==> src/rtl/core/assert_macros.svh <==
// Assertion macros shared by the RTL.
`ifndef ASSERT_MACROS_SVH
`define ASSERT_MACROS_SVH

`ifndef SYNTHESIS
`define ASSERT_AT(lbl, clk, rst_n, prop) \
  lbl: assert property (@(posedge clk) disable iff (!rst_n) (prop)) \
    else $error("assertion failed");
`define ASSERT_NEVER(lbl, clk, rst_n, prop) \
  lbl: assert property (@(posedge clk) disable iff (!rst_n) !(prop)) \
    else $error("forbidden condition seen");
`else
`define ASSERT_AT(lbl, clk, rst_n, prop)
`define ASSERT_NEVER(lbl, clk, rst_n, prop)
`endif

`endif

==> src/rtl/core/bde_pkg.sv <==
package bde_pkg;

  localparam int unsigned Depth = 64;
  localparam int unsigned AddrW = $clog2(Depth);
  localparam int unsigned CntW  = $clog2(Depth + 1);
  localparam int unsigned DataW = 32;

  typedef enum logic [2:0] {
    REQ_PUSH_TOP = 3'd0,
    REQ_PUSH_BOT = 3'd1,
    REQ_POP_TOP  = 3'd2,
    REQ_POP_BOT  = 3'd3,
    REQ_REVERSE  = 3'd4,
    REQ_SPLIT    = 3'd5
  } req_type_e;

  typedef enum logic [1:0] {
    ST_OK    = 2'd0,
    ST_EMPTY = 2'd1,
    ST_FULL  = 2'd2
  } status_e;

  typedef enum logic [2:0] {
    S_IDLE,
    S_EXEC,
    S_POPW,
    S_SCAN,
    S_COPY,
    S_RESP
  } state_e;

  typedef struct packed {
    logic [2:0]              req_type;
    logic signed [DataW-1:0] push_value;
    logic signed [DataW-1:0] split_threshold;
  } req_t;

  typedef struct packed {
    logic signed [DataW-1:0] popped_value;
    logic [1:0]              status;
    logic [CntW-1:0]         entry_count;
  } rsp_t;

  typedef struct packed {
    logic             we;
    logic [AddrW-1:0] addr;
    logic [DataW-1:0] data;
  } ram_wr_t;

endpackage

==> src/rtl/core/bde_ram.sv <==
module bde_ram #(
  parameter int unsigned DataW = 32,
  parameter int unsigned Depth = 64
) (
  input  logic                     clk_i,
  input  logic                     we_i,
  input  logic [$clog2(Depth)-1:0] waddr_i,
  input  logic [DataW-1:0]         wdata_i,
  input  logic [$clog2(Depth)-1:0] raddr_i,
  output logic [DataW-1:0]         rdata_o
);

  logic [DataW-1:0] mem_q [Depth];
  logic [DataW-1:0] rdata_q;

  always_ff @(posedge clk_i) begin
    if (we_i) begin
      mem_q[waddr_i] <= wdata_i;
    end
  end

  always_ff @(posedge clk_i) begin
    rdata_q <= mem_q[raddr_i];
  end

  assign rdata_o = rdata_q;

endmodule

==> src/rtl/core/bde_alu.sv <==
module bde_alu (
  input  logic [bde_pkg::AddrW-1:0]        top_i,
  input  logic                             flipped_i,
  input  logic [bde_pkg::AddrW-1:0]        offset_i,
  input  logic signed [bde_pkg::DataW-1:0] data_i,
  input  logic signed [bde_pkg::DataW-1:0] thr_i,
  output logic [bde_pkg::AddrW-1:0]        phys_o,
  output logic                             ge_o
);

  import bde_pkg::*;

  logic [AddrW:0] sum;
  logic [AddrW:0] dif;
  logic [AddrW:0] phys_w;

  // Map a logical offset from the top to a store index, modulo Depth.
  always_comb begin
    sum = {1'b0, top_i} + {1'b0, offset_i};
    dif = {1'b0, top_i} - {1'b0, offset_i};
    if (flipped_i) begin
      phys_w = dif[AddrW] ? (dif + (AddrW+1)'(Depth)) : dif;
    end else begin
      phys_w = (sum >= (AddrW+1)'(Depth)) ? (sum - (AddrW+1)'(Depth)) : sum;
    end
  end

  assign phys_o = phys_w[AddrW-1:0];
  assign ge_o   = (data_i >= thr_i);

endmodule

==> src/rtl/core/bde_ctrl.sv <==
`include "assert_macros.svh"

module bde_ctrl (
  input  logic                        clk_i,
  input  logic                        rst_ni,
  input  logic                        in_valid_i,
  output logic                        in_stall_o,
  input  bde_pkg::req_t               in_req_i,
  output logic                        res_valid_o,
  input  logic                        res_ready_i,
  output bde_pkg::rsp_t               res_o,
  output bde_pkg::ram_wr_t            entry_wr_o,
  output logic [bde_pkg::AddrW-1:0]   entry_raddr_o,
  input  logic [bde_pkg::DataW-1:0]   entry_rdata_i,
  output bde_pkg::ram_wr_t            scr_wr_o,
  output logic [bde_pkg::AddrW-1:0]   scr_raddr_o,
  input  logic [bde_pkg::DataW-1:0]   scr_rdata_i
);

  import bde_pkg::*;

  state_e           state_q, state_d;
  req_t             req_q, req_d;
  logic [AddrW-1:0] top_q, top_d;
  logic [CntW-1:0]  cnt_q, cnt_d;
  logic             flip_q, flip_d;
  logic [CntW-1:0]  idx_q, idx_d;
  logic [CntW-1:0]  wcnt_q, wcnt_d;
  logic             pass_q, pass_d;
  logic             rvld_q, rvld_d;
  logic [DataW-1:0] popped_q, popped_d;
  status_e          status_q, status_d;

  logic [AddrW-1:0] alu_off;
  logic [AddrW-1:0] alu_phys;
  logic             alu_ge;
  logic [CntW-1:0]  cnt_m1;
  logic             full;
  logic             empty;
  logic             issue;

  bde_alu u_alu (
    .top_i     (top_q),
    .flipped_i (flip_q),
    .offset_i  (alu_off),
    .data_i    (entry_rdata_i),
    .thr_i     (req_q.split_threshold),
    .phys_o    (alu_phys),
    .ge_o      (alu_ge)
  );

  assign full   = (cnt_q == CntW'(Depth));
  assign empty  = (cnt_q == '0);
  assign cnt_m1 = cnt_q - CntW'(1);
  assign issue  = (idx_q < cnt_q);

  always_ff @(posedge clk_i or negedge rst_ni) begin
    if (!rst_ni) begin
      state_q <= S_IDLE;
      top_q   <= '0;
      cnt_q   <= '0;
      flip_q  <= 1'b0;
      idx_q   <= '0;
      wcnt_q  <= '0;
      pass_q  <= 1'b0;
      rvld_q  <= 1'b0;
    end else begin
      state_q <= state_d;
      top_q   <= top_d;
      cnt_q   <= cnt_d;
      flip_q  <= flip_d;
      idx_q   <= idx_d;
      wcnt_q  <= wcnt_d;
      pass_q  <= pass_d;
      rvld_q  <= rvld_d;
    end
  end

  always_ff @(posedge clk_i) begin
    req_q    <= req_d;
    popped_q <= popped_d;
    status_q <= status_d;
  end

  always_comb begin
    state_d       = state_q;
    req_d         = req_q;
    top_d         = top_q;
    cnt_d         = cnt_q;
    flip_d        = flip_q;
    idx_d         = idx_q;
    wcnt_d        = wcnt_q;
    pass_d        = pass_q;
    rvld_d        = 1'b0;
    popped_d      = popped_q;
    status_d      = status_q;
    alu_off       = '0;
    entry_wr_o    = '0;
    entry_raddr_o = alu_phys;
    scr_wr_o      = '0;
    scr_raddr_o   = idx_q[AddrW-1:0];
    in_stall_o    = (state_q != S_IDLE);
    res_valid_o   = 1'b0;

    case (state_q)
      S_IDLE: begin
        if (in_valid_i) begin
          req_d    = in_req_i;
          popped_d = '0;
          status_d = ST_OK;
          state_d  = S_EXEC;
        end
      end
      S_EXEC: begin
        state_d = S_RESP;
        case (req_q.req_type)
          REQ_PUSH_TOP: begin
            alu_off = AddrW'(Depth - 1);
            if (full) begin
              status_d = ST_FULL;
            end else begin
              top_d      = alu_phys;
              entry_wr_o = '{we: 1'b1, addr: alu_phys, data: req_q.push_value};
              cnt_d      = cnt_q + CntW'(1);
            end
          end
          REQ_PUSH_BOT: begin
            alu_off = cnt_q[AddrW-1:0];
            if (full) begin
              status_d = ST_FULL;
            end else begin
              entry_wr_o = '{we: 1'b1, addr: alu_phys, data: req_q.push_value};
              cnt_d      = cnt_q + CntW'(1);
            end
          end
          REQ_POP_TOP: begin
            alu_off = AddrW'(1);
            if (empty) begin
              status_d = ST_EMPTY;
            end else begin
              entry_raddr_o = top_q;
              top_d         = alu_phys;
              cnt_d         = cnt_m1;
              state_d       = S_POPW;
            end
          end
          REQ_POP_BOT: begin
            alu_off = cnt_m1[AddrW-1:0];
            if (empty) begin
              status_d = ST_EMPTY;
            end else begin
              cnt_d   = cnt_m1;
              state_d = S_POPW;
            end
          end
          REQ_REVERSE: begin
            alu_off = cnt_m1[AddrW-1:0];
            if (!empty) begin
              top_d = alu_phys;
            end
            flip_d = !flip_q;
          end
          REQ_SPLIT: begin
            if (!empty) begin
              idx_d   = '0;
              wcnt_d  = '0;
              pass_d  = 1'b0;
              state_d = S_SCAN;
            end
          end
          default: begin
          end
        endcase
      end
      S_POPW: begin
        popped_d = entry_rdata_i;
        state_d  = S_RESP;
      end
      S_SCAN: begin
        // First pass keeps entries at or above the threshold, second the rest.
        alu_off = idx_q[AddrW-1:0];
        rvld_d  = issue;
        if (issue) begin
          idx_d = idx_q + CntW'(1);
        end
        if (rvld_q && (alu_ge ^ pass_q)) begin
          scr_wr_o = '{we: 1'b1, addr: wcnt_q[AddrW-1:0], data: entry_rdata_i};
          wcnt_d   = wcnt_q + CntW'(1);
        end
        if (!issue && !rvld_q) begin
          idx_d = '0;
          if (!pass_q) begin
            pass_d = 1'b1;
          end else begin
            wcnt_d  = '0;
            state_d = S_COPY;
          end
        end
      end
      S_COPY: begin
        rvld_d = issue;
        if (issue) begin
          idx_d = idx_q + CntW'(1);
        end
        if (rvld_q) begin
          entry_wr_o = '{we: 1'b1, addr: wcnt_q[AddrW-1:0], data: scr_rdata_i};
          wcnt_d     = wcnt_q + CntW'(1);
        end
        if (!issue && !rvld_q) begin
          top_d   = '0;
          flip_d  = 1'b0;
          state_d = S_RESP;
        end
      end
      S_RESP: begin
        res_valid_o = 1'b1;
        if (res_ready_i) begin
          state_d = S_IDLE;
        end
      end
      default: begin
        state_d = S_IDLE;
      end
    endcase
  end

  assign res_o = '{popped_value: popped_q, status: status_q, entry_count: cnt_q};

  `ASSERT_AT(a_cnt_bound, clk_i, rst_ni, cnt_q <= CntW'(Depth))
  `ASSERT_AT(a_cnt_step, clk_i, rst_ni, !$stable(cnt_q) |-> $past(state_q) == S_EXEC)
  `ASSERT_AT(a_wr_state, clk_i, rst_ni, entry_wr_o.we |-> (state_q == S_EXEC || state_q == S_COPY))
  `ASSERT_AT(a_scan_fill, clk_i, rst_ni, (state_q == S_SCAN) |-> (wcnt_q <= cnt_q))
  `ASSERT_NEVER(a_idx_range, clk_i, rst_ni, (state_q == S_SCAN || state_q == S_COPY) && idx_q > cnt_q)

endmodule

==> src/rtl/core/bounded_deque_engine.sv <==
// Channel  Valid       Stall        Beat
// in       in_valid_i  in_stall_o   in_req_i  (req_type, push_value, split_threshold)
// out      out_valid_o out_stall_i  out_rsp_o (popped_value, status, entry_count)
//
// One request at a time; a beat is taken only while the sequencer is idle.
// Push, reverse, empty pop and unused codes go from execute to response; pops add a read-wait state.
// Split makes two read passes over the entry memory and one copy pass back from the scratch
// memory, one port each; an empty split goes straight from execute to response.
// Reset clears pointers and count; memory contents are not cleared.
// The output register holds a result while out_stall_i is high.
module bounded_deque_engine (
  input  logic          clk_i,
  input  logic          rst_ni,
  input  logic          in_valid_i,
  output logic          in_stall_o,
  input  bde_pkg::req_t in_req_i,
  output logic          out_valid_o,
  input  logic          out_stall_i,
  output bde_pkg::rsp_t out_rsp_o
);

  import bde_pkg::*;

  ram_wr_t          entry_wr;
  ram_wr_t          scr_wr;
  logic [AddrW-1:0] entry_raddr;
  logic [AddrW-1:0] scr_raddr;
  logic [DataW-1:0] entry_rdata;
  logic [DataW-1:0] scr_rdata;
  logic             res_valid;
  logic             res_ready;
  rsp_t             res;

  logic             out_valid_q, out_valid_d;
  rsp_t             out_rsp_q, out_rsp_d;

  bde_ram #(.DataW(DataW), .Depth(Depth)) u_entry_ram (
    .clk_i   (clk_i),
    .we_i    (entry_wr.we),
    .waddr_i (entry_wr.addr),
    .wdata_i (entry_wr.data),
    .raddr_i (entry_raddr),
    .rdata_o (entry_rdata)
  );

  bde_ram #(.DataW(DataW), .Depth(Depth)) u_scr_ram (
    .clk_i   (clk_i),
    .we_i    (scr_wr.we),
    .waddr_i (scr_wr.addr),
    .wdata_i (scr_wr.data),
    .raddr_i (scr_raddr),
    .rdata_o (scr_rdata)
  );

  bde_ctrl u_ctrl (
    .clk_i         (clk_i),
    .rst_ni        (rst_ni),
    .in_valid_i    (in_valid_i),
    .in_stall_o    (in_stall_o),
    .in_req_i      (in_req_i),
    .res_valid_o   (res_valid),
    .res_ready_i   (res_ready),
    .res_o         (res),
    .entry_wr_o    (entry_wr),
    .entry_raddr_o (entry_raddr),
    .entry_rdata_i (entry_rdata),
    .scr_wr_o      (scr_wr),
    .scr_raddr_o   (scr_raddr),
    .scr_rdata_i   (scr_rdata)
  );

  // Load a new beat when the register is empty or being drained.
  assign res_ready = !out_valid_q || !out_stall_i;

  always_comb begin
    out_valid_d = out_valid_q;
    out_rsp_d   = out_rsp_q;
    if (res_valid && res_ready) begin
      out_valid_d = 1'b1;
      out_rsp_d   = res;
    end else if (!out_stall_i) begin
      out_valid_d = 1'b0;
    end
  end

  always_ff @(posedge clk_i or negedge rst_ni) begin
    if (!rst_ni) begin
      out_valid_q <= 1'b0;
    end else begin
      out_valid_q <= out_valid_d;
    end
  end

  always_ff @(posedge clk_i) begin
    out_rsp_q <= out_rsp_d;
  end

  assign out_valid_o = out_valid_q;
  assign out_rsp_o   = out_rsp_q;

endmodule
==> config.mk <==
export PLATFORM = sky130hd
export DESIGN_NAME = bounded_deque_engine
export DESIGN_NICKNAME = d
export VERILOG_FILES = /design/src/rtl/core/bde_pkg.sv /design/src/rtl/core/bde_ram.sv /design/src/rtl/core/bde_alu.sv /design/src/rtl/core/bde_ctrl.sv /design/src/rtl/core/bounded_deque_engine.sv
export VERILOG_INCLUDE_DIRS = /design/src /design/src/rtl/core
export SDC_FILE = /design/constraint.sdc
export NUM_CORES = 2
export LEC_CHECK = 0
export ABC_AREA = 1
export BUFFER_PORTS_ARGS = -buffer_cell sky130_fd_sc_hd__buf_2
export CELL_PAD_IN_SITES_DETAIL_PLACEMENT = 1
export CELL_PAD_IN_SITES_GLOBAL_PLACEMENT = 2
export CORE_MARGIN = 2
export CORE_UTILIZATION = 40
export CTS_CLUSTER_SIZE = 14
export DETAILED_ROUTE_END_ITERATION = 10
export PLACE_DENSITY_LB_ADDON = 0.1
export SLEW_MARGIN = 10
export SYNTH_ARGS = -nofsm -noshare
export SYNTH_HDL_FRONTEND = slang
export SYNTH_SLANG_ARGS = --single-unit
==> constraint.sdc <==
create_clock -name clk_i -period 6 [get_ports clk_i]
set_input_delay 1.2 -clock clk_i [delete_from_list [all_inputs] [get_ports clk_i]]
set_output_delay 1.2 -clock clk_i [all_outputs]
set_load 0.02 [all_outputs]
==> impl_results.md <==
* Share of the synthesized area in the top cell type at 0.732
* Reg2reg path depth at 24
* Die area at ~0.44 mm²
* Routed Wire Length at 621000 µm
* TritonCTS clock tree: built
* Tightest Hold Check Type: in -> reg
* Final period utilization at 0.998
* Post-synth top area cell: edfxtp_1
* I/O Pins at between 100 and 150
* Hpwl dp at between 300000 and 400000 µm
* Starting density of the core at 0.401
* Worst Setup EP: u_entry_ram.rdata_o[31]
* Mapped Avg Cell Area at approximately 12 µm²
* R2r endpoint: u_entry_ram.rdata_o[31]
* Fillers at roughly 44000
* Die Width at approximately 660 µm
* Wire per inst at between 30 and 40 µm
* Max Slew Vio Count at 0
* Gr usage total at 0.276
* Initial antenna violation count at between 50 and 60
* Worst-margin pin slew at approximately 1400 ps
* Worst Setup Path Type: reg -> reg
* Worst rel slew slack at 0.0771
* Maximum clock rate at approximately 170 MHz
* Synth Warn # at 0
* Layout Nets at roughly 14000
* Pin count of the biggest net entering global routing at 189
* RD Place Congestion at about 0.9
* Final instance area at approximately 0.20 mm²
* Setup WS pre-CTS at -94.3 ps
* Crit end category: flop
* Grt ovf at 0
* Post-synthesis cell area at approximately 0.17 mm²
* Crit path arrival time at between 6000 and 7000 ps
* Routed vias/inst at around 5.7
* Hold_buf cts at 0
* Vias in the first global route at around 120k
* Reg2reg start: u_ctrl.req_q[66]
* Setup ws final at 10.3 ps
* CTS max path bufs at 4
* Worst Path Required at roughly 6900 ps
* Port buffer count at 113
* Placeable core area at roughly 0.43 mm²
* Clock skew at slightly below 80 ps
* Chip height at around 660 µm
* Post-synthesis cell type count at 53
* R2R setup slack at 10 ps
* CP startpoint kind: flop
* Placed instance area at 0.184 mm²
* TritonCTS Sinks at about 4300
* Post-synth net total at approximately 14000
* First-pass GRT wire length at just under 900000 µm
* H-Tree Level Count at 5
* Top post-synthesis cells by area: edfxtp_1 73%, nand2_1 7.8%, nand3_1 3.5%
* Post-synth ARST share at 0.00761
* Share of cells above drive strength 1 at 0.100
* Top FF cell, synth: edfxtp_1
* Number of synthesized flops with an enable pin at roughly 4200
* Synth Instances at around 14000
* Register area share after synthesis at 0.745
* Clk Latency, worst-skew pair at 1050 ps
* Crit path launch: u_ctrl.req_q[66]
* CP max FO at 37
* Core Rows at between 200 and 250
* Cts bufs inserted at 469
* 1st-pass router iterations at 6
* Final min period at between 5000 and 6000 ps
* ANT nets after route at 0
* Final hold violation count at 0
* Initial DRC count at around 11000
* RSZ-0062 raised after global routing: true
* Flops & latches, synth at roughly 4300
* DR vias at between 100k and 150k
* Max_cap viols at 0
* Worst-path clk slew at about 60 ps
* Final routed DRC violation total at 0
* Clk root buf: clkbuf_16
* Status: complete, no violations
* Area Growth Syn to Fin at 14.5%
* Final setup fails at 0
layer usage:
metal,vias up,track usage,wire length (µm)
li1,50700,-,-
met1,60800,0.378,266000
met2,3474,0.450,293000
met3,853,0.0398,37100
met4,2,0.0991,25000
met5,-,0,13
layout make-up:
class	count	area, µm²	share of cell area
multi-input combinational	8338	40000	0.201
antenna	32	80.1	0.000402
sequential	4335	129000	0.650
inverter	528	2030	0.0102
tap	5734	7170	0.0361
clock inverter	247	2410	0.0121
timing repair buffer	558	5390	0.0271
clock buffer	612	12500	0.0629
layout by cell type, fill, tap and decap left out, drive strengths merged, types with 64 or more instances in the layout:
cell,instances
edfxtp,4238
nand2,3620
nor2,1268
nand3,1215
o21ai,1062
clkbuf,612
buf,558
inv,537
o22ai,317
o211ai,290
o221ai,207
clkinv,187
a21oi,116
dfxtp,64
synthesized netlist by cell type, drive strengths merged, types with 23 or more instances:
library cell / n
dfxtp: 64
clkbuf: 473
nand2: 3620
o221ai: 207
ha: 49
nand4: 23
a221o: 23
edfxtp: 4238
dfrtp: 33
a31oi: 58
a22o: 32
o211ai: 290
o22ai: 317
nand3: 1215
nor2: 1268
o21ai: 1062
inv: 524
a21oi: 116
buf: 416
per-stage QoR:
stage          hold WS (ps)   util  TNS [ps]  instances
2_1_floorplan           400      -         0      14100
3_3_place_gp            415  0.424     -5060      19500
3_5_place_dp            406  0.424      -168      19500
4_1_cts                 278  0.458         0      20300
5_1_grt                 324  0.459      -215      20400
6_report                358  0.459         0      20400
cells by family after synthesis:
logic type | count (synthesis) | share of synthesized area
and+or+nand+nor | 6145 | 0.143
DFF | 4335 | 0.745
AOI/OAI and AO/OA | 2123 | 0.0743
buffers and inverters | 1417 | 0.0336
adders and majority gates | 50 | 0.00364
xor gates and xnor gates | 20 | 0.00101
registers in the layout (all words and copies together) (netlist names):
register             cells
u_entry_ram.mem_q     2048
u_scr_ram.mem_q       2048
u_ctrl.req_q            67
out_rsp_o               41
u_ctrl.popped_q         32
u_entry_ram.rdata_o     32
u_scr_ram.rdata_o       32
u_ctrl.cnt_q             7
u_ctrl.idx_q             7
u_ctrl.top_q             6
u_ctrl.wcnt_q            6
u_ctrl.state_q           3
u_ctrl.status_q          2
out_valid_o              1
u_ctrl.flip_q            1
u_ctrl.pass_q            1
u_ctrl.rvld_q            1
worst min-delay path by stage:
stage | start | endpoint | slack, ps | cells past startpoint
2_1_floorplan | u_ctrl.popped_q[1] | out_rsp_o[10] | 400 | 0
3_3_place_gp | u_ctrl.popped_q[5] | out_rsp_o[14] | 420 | 0
3_5_place_dp | u_ctrl.popped_q[4] | out_rsp_o[13] | 410 | 0
4_1_cts | in_req_i[55] | u_ctrl.req_q[55] | 280 | 1
5_1_grt | in_req_i[55] | u_ctrl.req_q[55] | 320 | 1
6_report | in_req_i[55] | u_ctrl.req_q[55] | 360 | 1
worst max-delay path: stages (launching register included):
cell and delay [ps]:
edfxtp_1 520, inv_2 130, nand2_2 140, o21ai_2 200
inv_1 110, o21ai_0 240, nand2_1 70, o21ai_0 200
inv_1 100, ha_1 320, or2_2 300, o21ai_0 140
inv_1 120, fa_1 560, nand2_1 120, o21ai_4 360
inv_8 330, buf_12 320, buf_4 190, o211ai_1 90
nand3_1 90, nand3_1 80, nand3_1 260, nand3_1 550
nand2_1 140
what timing repair did:
| item | in CTS | in global routing |
|---|---|---|
| endpoints found under the setup margin | 4 | 239 |
| pin swaps | 0 | 3 |
| setup buffers | 0 | 10 |
| resized for setup | 2 | 18 |
| cloned | 0 | 0 |
Power is not shown: default switching activity piles up to over one toggle a cycle in this logic, so the estimate is an artifact.
